File: config.mk
export PLATFORM = sky130hd
export DESIGN_NAME = pfde_plot
export DESIGN_NICKNAME = d
export VERILOG_FILES = /design/src/hdl/pfde_pkg.sv /design/src/hdl/pfde_plot.sv
export SDC_FILE = /design/constraint.sdc
export NUM_CORES = 1
export LEC_CHECK = 0
export BUFFER_PORTS_ARGS = -buffer_cell sky130_fd_sc_hd__buf_2
export CAP_MARGIN = 20
export CORE_AREA = 2 2 39 41
export DETAILED_ROUTE_END_ITERATION = 8
export DIE_AREA = 0 0 41 43
export GPL_TIMING_DRIVEN = 0
export PLACE_DENSITY = 0.58
export SYNTH_ARGS = -nofsm -noshare
export SYNTH_HDL_FRONTEND = slang
export SYNTH_SLANG_ARGS = --single-unit
File: constraint.sdc
create_clock -name vclk -period 1.4
set_clock_uncertainty 0.2 [all_clocks]
set_input_delay 0.28 -clock vclk [all_inputs]
set_output_delay 0.28 -clock vclk [all_outputs]
set_load 0.01 [all_outputs]
File: src/hdl/pfde_pkg.sv
// ----------------------------------------------------------------------------
// pfde_pkg
// Shared types, sizes, opcodes and the glyph font for the page frame buffer
// draw engine.
// ----------------------------------------------------------------------------
`default_nettype none

package pfde_pkg;

  // Store geometry: vertical 8-pixel pages, top row in bit 0.
  localparam int BufferWidth   = 256;
  localparam int DisplayHeight = 32;
  localparam int PageCount     = (DisplayHeight + 7) / 8;
  localparam int StoreBytes    = BufferWidth * PageCount;
  localparam int AddrW         = $clog2(StoreBytes);

  localparam logic [9:0] XMax = 10'(BufferWidth - 1);
  localparam logic [5:0] YMax = 6'(DisplayHeight - 1);

  localparam int GlyphCols = 3;
  localparam int GlyphRows = 5;

  localparam logic [7:0] CharMinus = 8'h2D;
  localparam logic [7:0] CharDot   = 8'h2E;
  localparam logic [7:0] CharZero  = 8'h30;
  localparam logic [7:0] CharNine  = 8'h39;

  typedef enum logic [2:0] {
    OP_CLEAR = 3'd0,
    OP_PIXEL = 3'd1,
    OP_VLINE = 3'd2,
    OP_HLINE = 3'd3,
    OP_GLYPH = 3'd4,
    OP_READ  = 3'd5
  } pfde_op_e;

  typedef enum logic [2:0] {
    ST_CLEAR,
    ST_IDLE,
    ST_RD,
    ST_WR,
    ST_RDATA,
    ST_DONE
  } pfde_state_e;

  typedef struct packed {
    logic [2:0] opcode;
    logic [9:0] x_pos;
    logic [5:0] y_pos;
    logic [9:0] x_end;
    logic [5:0] y_end;
    logic [7:0] glyph_code;
  } pfde_cmd_t;

  typedef struct packed {
    logic [7:0] read_data;
    logic       is_read_reply;
  } pfde_res_t;

  // Result of the plot unit for one pixel coordinate.
  typedef struct packed {
    logic             in_bounds;
    logic [AddrW-1:0] addr;
    logic [7:0]       mask;
  } pfde_plot_t;

  // One glyph column, bit r set for row r below the glyph top.
  function automatic logic [4:0] glyph_column(input logic [7:0] code,
                                              input logic [1:0] col);
    logic [7:0] digit;
    logic [4:0] bits;
    digit = code - CharZero;
    bits  = 5'h00;
    if (code == CharMinus) begin
      bits = 5'h04;
    end else if (code == CharDot) begin
      bits = (col == 2'd0) ? 5'h10 : 5'h00;
    end else if (code >= CharZero && code <= CharNine) begin
      case ({digit[3:0], col})
        {4'd0, 2'd0}: bits = 5'h1F;
        {4'd0, 2'd1}: bits = 5'h11;
        {4'd0, 2'd2}: bits = 5'h1F;
        {4'd1, 2'd0}: bits = 5'h00;
        {4'd1, 2'd1}: bits = 5'h1F;
        {4'd1, 2'd2}: bits = 5'h00;
        {4'd2, 2'd0}: bits = 5'h1D;
        {4'd2, 2'd1}: bits = 5'h15;
        {4'd2, 2'd2}: bits = 5'h17;
        {4'd3, 2'd0}: bits = 5'h15;
        {4'd3, 2'd1}: bits = 5'h15;
        {4'd3, 2'd2}: bits = 5'h1F;
        {4'd4, 2'd0}: bits = 5'h07;
        {4'd4, 2'd1}: bits = 5'h04;
        {4'd4, 2'd2}: bits = 5'h1F;
        {4'd5, 2'd0}: bits = 5'h17;
        {4'd5, 2'd1}: bits = 5'h15;
        {4'd5, 2'd2}: bits = 5'h1D;
        {4'd6, 2'd0}: bits = 5'h1F;
        {4'd6, 2'd1}: bits = 5'h15;
        {4'd6, 2'd2}: bits = 5'h1D;
        {4'd7, 2'd0}: bits = 5'h01;
        {4'd7, 2'd1}: bits = 5'h01;
        {4'd7, 2'd2}: bits = 5'h1F;
        {4'd8, 2'd0}: bits = 5'h1F;
        {4'd8, 2'd1}: bits = 5'h15;
        {4'd8, 2'd2}: bits = 5'h1F;
        {4'd9, 2'd0}: bits = 5'h17;
        {4'd9, 2'd1}: bits = 5'h15;
        {4'd9, 2'd2}: bits = 5'h1F;
        default:      bits = 5'h00;
      endcase
    end
    return bits;
  endfunction

endpackage

`default_nettype wire

File: src/hdl/pfde_plot.sv
// ----------------------------------------------------------------------------
// pfde_plot
// Shared plot unit: bounds check, byte address and bit mask for one pixel.
// ----------------------------------------------------------------------------
`default_nettype none

module pfde_plot (
  input  wire logic [10:0]               px_i,
  input  wire logic [6:0]                py_i,
  output pfde_pkg::pfde_plot_t           plot_o
);
  import pfde_pkg::*;

  logic [31:0] addr_full;

  // Byte index is page * width + column; the page is the row over eight.
  assign addr_full = 32'(py_i[6:3]) * 32'(BufferWidth) + 32'(px_i);

  always_comb begin
    plot_o.in_bounds = (px_i < 11'(BufferWidth)) && (py_i < 7'(DisplayHeight));
    plot_o.addr      = addr_full[AddrW-1:0];
    plot_o.mask      = 8'h01 << py_i[2:0];
  end

endmodule

`default_nettype wire

==> impl_metrics.ini, run 1 <==
[worst_setup_path]
cp_slowest_stage_delay_ns = 0.53
critPathRequiredTime_ns = 0.92
crit_fanout = 1
crit_type = in -> out
endpoint_kind = primary output
arrival_ns = 1.09
crit_chain = buf_6, or4_4, nor2_4, buf_6
crit_path_frequent_cell = buf_6
critPathLaunchType = primary input
timing.critical_path.slowest_stage_cell = or4_4

[final_layout]
insertedDiodeCount = 0
clock_buffer_count = 0
fin_area_um2 = 385
final_core_util = 0.278
fin_nets = 72
nFillCells = 147
areaGrowthSynthToFinish_pct = 141
regArea_um2 = 0
seq_cell_count = 0
drive_above_1_share = 0.804

[global_route]
met2_usage = 0.106
antenna_found_initial = 0
grt_pass1_wl_um = 648
busiest_layer = met2
grt_overflow = 0
first_global_vias = 206
grt_max_degree = 9
grt_util_met1 = 0.0475
grtUsageTotal = 0.0490
grt_use_met3 = 0

[routing]
vias = 246
drt_iter0_markers = 1
drc = 0
routedWlPerCell_um = 7.12
ant_nets = 0
routed_wirelength_um = 477
via_per_inst = 3.67
drtPass1Iterations = 2

[placed_design]
place_hpwl_um = 392
placed_area_um2 = 337
gp_congestion = 0.638
pre_cts_ws_ns = -0.221
io_buffers = 29

[power_and_ir_drop]
pwr_density_cell_nw_per_um2 = 292
leakage_nw = 0.223
vdd_drop_max_v = 0.0000837

[synth]
syn-num-nets = 41
synthCells = 22
synth.top_cell.area_share = 0.375
synth_largest_area_cell = buf_4
yosysSeqAreaShare = 0
yosys.cell_count.top_type = buf_4
yosys-top-cells-count = buf_4 (8), nor3b_1 (3), and3b_1 (2), nor2_1 (2), xnor2_1 (2)
yosys-top-cells-area = buf_4 (38%), nor3b_1 (14%), and3b_1 (11%)
syn_avg_cell_area_um2 = 7.28
synth_area_um2 = 160
ys_types = 10
ys_warn_count = 0

[timing]
max_freq_mhz = 636
worst_slack_ns = -0.173
setup-violations-final = 1
max_slew.worst_pin.slew_ns = 0.139
min_period_ns = 1.57
finalCritPeriodShare = 1.12
rsz0062_at_grt = true
relSlewSlack = 0.907
whs_ns = 0.543
hold_viol = 0
maxSlewViolCount = 0

[floorplan]
dieArea_um2 = 1760
die_h_um = 43
placementRows = 14
io_pins = 37
start_util = 0.116
fp.coreArea_um2 = 1380
die_width_um = 41

[status]
violations = setup timing
status = finished with violations

[clock_network]
cts_setup_buffers = 0

[run]
maxCapViolCount = 0

[min_path]
hold_class = in -> out
[through the flow]
stage	total power [mW]	setup TNS, ns	instances
floorplan	0.0532	-0.0211	22
global placement	0.0990	-0.305	67
detailed placement	0.100	-0.323	67
CTS	0.112	-0.203	67
global route	0.125	-0.272	67
finish	0.113	-0.173	67
[routing by layer]
metal / share of wire / routed length [um]
met1: 0.34 / 161
met2: 0.45 / 214
met3: 0.21 / 101
met4: 0 / 0
met5: 0 / 0
[cells in the final DEF, fill, tap and decap left out]
cell	netlist	layout
xnor2_2	0	1
buf_4	8	8
nor3b_1	3	3
buf_6	0	3
or4_4	0	1
nor2_4	0	1
ha_4	0	1
xnor2_1	2	1
and3b_1	2	2
buf_2	0	25
nor2_1	2	1
buf_8	0	1
nand2_1	1	1
nor3_1	1	1
and3_1	1	1
[final cells by class]
cell class / count / area [um2] / area share
Buffer: 8 / 60.1 / 0.156
Multi-Input combinational cell: 14 / 131 / 0.341
Tap cell: 16 / 20.0 / 0.0519
Timing Repair Buffer: 29 / 174 / 0.451
[path summary, 6_finish.rpt]
| kind | start | to | slack, ns | cells after the start |
|---|---|---|---|---|
| max | py_i[5] | plot_o[18] | -0.17 | 4 |
| min | px_i[1] | plot_o[9] | 0.54 | 2 |
[where the power goes]
part | switching (mW) | internal (mW) | leakage, nW
Clock | 0 | 0 | 0
Combinational | 0.0471 | 0.0656 | 0.223
Sequential | 0 | 0 | 0
[logic make-up after synthesis]
kind of cell             Yosys count  share of synthesized area
buffers and inverters              8                      0.375
AND/OR/NAND/NOR                   11                      0.438
XOR/XNOR                           2                      0.109
adder cells (fa/ha/maj)            1                     0.0781
[repair_timing]
item | in CTS | in global routing
pin swaps | 5 | 2
hold buffers | 0 | 0
gates cloned | 0 | 0
gates resized for setup | 7 | 1
endpoints found under the setup margin | 2 | 2
[critical path, delay by kind of cell]
kind                   cells  cell delay (ns)
AND/OR/NAND/NOR            2             0.62
buffers and inverters      2             0.19
Power figures use the tool's default switching activity.
==> inputs of run 2 (changes only) <==
--- a/config.mk
+++ b/config.mk
@@ -12,6 +12,7 @@
 export DIE_AREA = 0 0 41 43
 export GPL_TIMING_DRIVEN = 0
 export PLACE_DENSITY = 0.58
+export RECOVER_POWER = 50
 export SYNTH_ARGS = -nofsm -noshare
 export SYNTH_HDL_FRONTEND = slang
 export SYNTH_SLANG_ARGS = --single-unit
==> run 2 against run 1 <==
The run still ends with setup timing left. First-iteration DRC count unchanged. Global-route usage unchanged. Sequential cell count unchanged. Cell count unchanged.
==> impl_metrics.ini, run 2 (synthesis results as in run 1) <==
[timing]
rsz0062_at_grt = true
relSlewSlack = 0.907
finalCritPeriodShare = 1.12
setup-violations-final = 1
hold_viol = 0
worst_slack_ns = -0.173
max_freq_mhz = 636
max_slew.worst_pin.slew_ns = 0.139
maxSlewViolCount = 0
min_period_ns = 1.57

[min_path]
hold_depth = 2
hold_start = px_i[2]
min_to = plot_o[10]
hold_class = in -> out

[final_layout]
areaGrowthSynthToFinish_pct = 134
clock_buffer_count = 0
layout_common_cells = buf_2 (17), buf_4 (8), clkbuf_1 (8)
fin_nets = 72
insertedDiodeCount = 0
final_core_util = 0.271
regArea_um2 = 0
final_common_cell = buf_2
drive_above_1_share = 0.647
seq_cell_count = 0

[routing]
via_per_inst = 3.67
ant_nets = 0
routedWlPerCell_um = 7.19
routed_wirelength_um = 482
drt_iter0_markers = 1
drc = 0
drtPass1Iterations = 2
vias = 246

[clock_network]
cts_setup_buffers = 0
hold_buffers = 0

[global_route]
grt_util_met1 = 0.0475
busiest_layer = met2
grtUsageTotal = 0.0490
antenna_found_initial = 0
grt_overflow = 0
grt_use_met3 = 0
grt_pass1_wl_um = 648
grt_max_degree = 9
first_global_vias = 206
met2_usage = 0.106

[power_and_ir_drop]
pwr_density_cell_nw_per_um2 = 293
leakage_nw = 0.201
power_switching_uw = 47.5
p_int_uw = 62.4
pwr-share-comb = 1.000
vdd_drop_max_v = 0.0000837
p_total_uw = 110
p_seq_frac = 0
clockPowerShare = 0
swShare = 0.432

[status]
violations = setup timing
status = finished with violations

[placed_design]
io_buffers = 29
place_hpwl_um = 392
gp_congestion = 0.638

[worst_setup_path]
critPathLaunchType = primary input
crit_type = in -> out
arrival_ns = 1.09
crit_fanout = 1
critPathRequiredTime_ns = 0.92
endpoint_kind = primary output

[floorplan]
die_h_um = 43
start_util = 0.116
placementRows = 14
io_pins = 37
die_width_um = 41
dieArea_um2 = 1760
fp.coreArea_um2 = 1380

[run]
maxCapViolCount = 0
run 2: cell types whose count changed in the layout (fill, tap and decap cells not counted):
cell      previous run  this run
buf_2               25        17
clkbuf_1             0         8
run 2: worst max path at each step:
stage	to	slack [ns]	startpoint
2_1_floorplan	plot_o[18]	-0.02	px_i[10]
3_3_place_gp	plot_o[18]	-0.21	px_i[10]
3_5_place_dp	plot_o[18]	-0.22	px_i[10]
4_1_cts	plot_o[18]	-0.18	py_i[5]
5_1_grt	plot_o[18]	-0.20	py_i[5]
6_report	plot_o[18]	-0.17	py_i[5]
run 2: timing repair:
item                       4_1_cts  5_1_grt
setup endpoints to repair        2        2
pin swaps                        5        2
resized for setup                7        1
gates cloned                     0        0
run 2: final cells by class:
cell class | count | area (um2)
buffer | 8 | 60.1
fill | 151 | 1010
multi-input combinational | 14 | 131
tap | 16 | 20.0
timing repair buffer | 29 | 164
run 2: per-stage QoR:
step	instance area, um2	cells	hold WS, ns	setup TNS [ns]	setup slack (ns)
after floorplan	171	22	0.379	-0.0211	-0.0211
after global placement	337	67	0.544	-0.305	-0.214
after detailed placement	337	67	0.544	-0.323	-0.221
after CTS	382	67	0.544	-0.203	-0.178
after global routing	375	67	0.577	-0.272	-0.200
final	375	67	0.568	-0.173	-0.173
run 2: critical path, stage by stage:
cell	delay, ns
buf_6	0.09
or4_4	0.53
nor2_4	0.09
buf_6	0.10
run 2: metal layers:
metal	up-vias	wire length (um)
li1	126	-
met1	92	159
met2	28	214
met3	0	108
met4	0	0
met5	-	0
run 2: power groups by stage:
| stage | clock (mW) | combinational (mW) | sequential [mW] |
|---|---|---|---|
| final | 0 | 0.110 | 0 |
| after detailed placement | 0 | 0.100 | 0 |
| after global placement | 0 | 0.0990 | 0 |
| after global routing | 0 | 0.122 | 0 |
| after floorplan | 0 | 0.0532 | 0 |
| after CTS | 0 | 0.112 | 0 |
==> inputs of run 3 (changes only) <==
--- a/config.mk
+++ b/config.mk
@@ -5,13 +5,14 @@
 export SDC_FILE = /design/constraint.sdc
 export NUM_CORES = 1
 export LEC_CHECK = 0
+export ABC_AREA = 1
 export BUFFER_PORTS_ARGS = -buffer_cell sky130_fd_sc_hd__buf_2
 export CAP_MARGIN = 20
 export CORE_AREA = 2 2 39 41
 export DETAILED_ROUTE_END_ITERATION = 8
 export DIE_AREA = 0 0 41 43
 export GPL_TIMING_DRIVEN = 0
-export PLACE_DENSITY = 0.58
+export PLACE_DENSITY = 0.61
 export RECOVER_POWER = 50
 export SYNTH_ARGS = -nofsm -noshare
 export SYNTH_HDL_FRONTEND = slang
==> run 3 against run 2 <==
The flow now finishes without violations. Non-clock buffer count unchanged. Setup slack improved by 0.25 ns. Sequential cell count unchanged. Critical path type unchanged. Cell count increased by 16%.
==> impl_metrics.ini, run 3 <==
[status]
status = finished clean

[clock_network]
hold_buffers = 0
ctsResizeCount = 0
cts_setup_buffers = 0

[final_layout]
nFillCells = 170
layout_common_cells = buf_2 (20), clkbuf_1 (9), buf_4 (8)
final_cells = 78
seq_cell_count = 0
insertedDiodeCount = 0
final_common_cell = buf_2
drive_above_1_share = 0.565
final_core_util = 0.253
clock_buffer_count = 0
areaGrowthSynthToFinish_pct = 78.3
fin_nets = 83
regArea_um2 = 0

[floorplan]
fp.coreArea_um2 = 1380
placementRows = 14
io_pins = 37
start_util = 0.142
die_width_um = 41
die_h_um = 43
dieArea_um2 = 1760

[global_route]
grtUsageTotal = 0.0390
grt_overflow = 0
antenna_found_initial = 0
grt_pass1_wl_um = 538
grt_max_degree = 6
first_global_vias = 184

[worst_setup_path]
critPathRequiredTime_ns = 0.92
path_buf_inv = 3
critPathLaunchType = primary input
crit_type = in -> out
cp_slowest_stage_delay_ns = 0.20
crit_family = buffers and inverters
arrival_ns = 0.85
endpoint_kind = primary output
timing.critical_path.slowest_stage_cell = ha_1
crit_chain = buf_2, ha_1, inv_1, nand2_1, nand2_1, buf_2
crit_fanout = 2

[synth]
synth.top_cell.area_share = 0.306
yosys-top-cells-count = buf_4 (8), nand2_1 (5), inv_1 (4), nor3_1 (4), nor3_2 (4)
yosys-top-cells-area = buf_4 (31%), nor3_2 (20%), nor3_1 (10%)
yosys.cell_count.top_type = buf_4
ys_types = 10
ys_warn_count = 0
yosysSeqAreaShare = 0
syn_avg_cell_area_um2 = 5.95
synth_largest_area_cell = buf_4
syn-num-nets = 52
synthCells = 33
synth_area_um2 = 196

[routing]
via_per_inst = 3.69
drt_iter0_markers = 0
ant_nets = 0
drtPass1Iterations = 1
routedWlPerCell_um = 6.59
drc = 0
vias = 288
routed_wirelength_um = 514

[timing]
maxSlewViolCount = 0
max_freq_mhz = 755
hold_viol = 0
setup-violations-final = 0
max_slew.worst_pin.slew_ns = 0.143
tns_ns = 0
rsz0062_at_grt = false
relSlewSlack = 0.904
min_period_ns = 1.33
finalCritPeriodShare = 0.947

[run]
maxCapViolCount = 0

[min_path]
hold_class = in -> out

[power_and_ir_drop]
p_total_uw = 99.3
vdd_drop_max_v = 0.0000617
leakage_nw = 0.216
pwr_density_cell_nw_per_um2 = 284

[placed_design]
placed_cells = 78
io_buffers = 29
gp_congestion = 0.611
place_hpwl_um = 480
## run 3: power by group
part           internal (mW)  total [mW]  switching [mW]
registers                  0           0               0
clock network              0           0               0
logic                 0.0486      0.0993          0.0507
## run 3: metrics by stage
stage | hold WS [ns] | setup WS, ns | cell area [um2]
after CTS | 0.545 | 0.0647 | 362
after global placement | 0.544 | 0.0802 | 362
after global routing | 0.584 | 0.0112 | 350
after floorplan | 0.393 | 0.277 | 196
after detailed placement | 0.545 | 0.0672 | 362
final | 0.567 | 0.0749 | 350
## run 3: path summary, 6_finish.rpt
path              startpoint  slack, ns  cells after the start         end
setup / recovery     px_i[8]       0.07                      6  plot_o[17]
hold / removal       px_i[5]       0.57                      2  plot_o[13]
## run 3: area by class of cell
class,count,area (um2),area share
plain buffers,8,60.1,0.171
inverters,7,26.3,0.0750
multi-input cells,18,110,0.314
well taps,16,20.0,0.0571
repair buffers,29,134,0.382
## run 3: kinds of logic after synthesis
group / count (synthesis) / share of synthesized area
AND/OR/NAND/NOR: 17 / 0.497
buffers and inverters: 15 / 0.439
adder cells (fa/ha/maj): 1 / 0.0637
## run 3: per-layer routing
| layer | global-route usage | vias to the layer above | wire [um] |
|---|---|---|---|
| met2 | 0.0969 | 30 | 218 |
| met5 | 0 | - | 0 |
| met1 | 0.0253 | 105 | 179 |
| met4 | 0 | 0 | 0 |
| li1 | - | 153 | - |
| met3 | 0 | 0 | 116 |
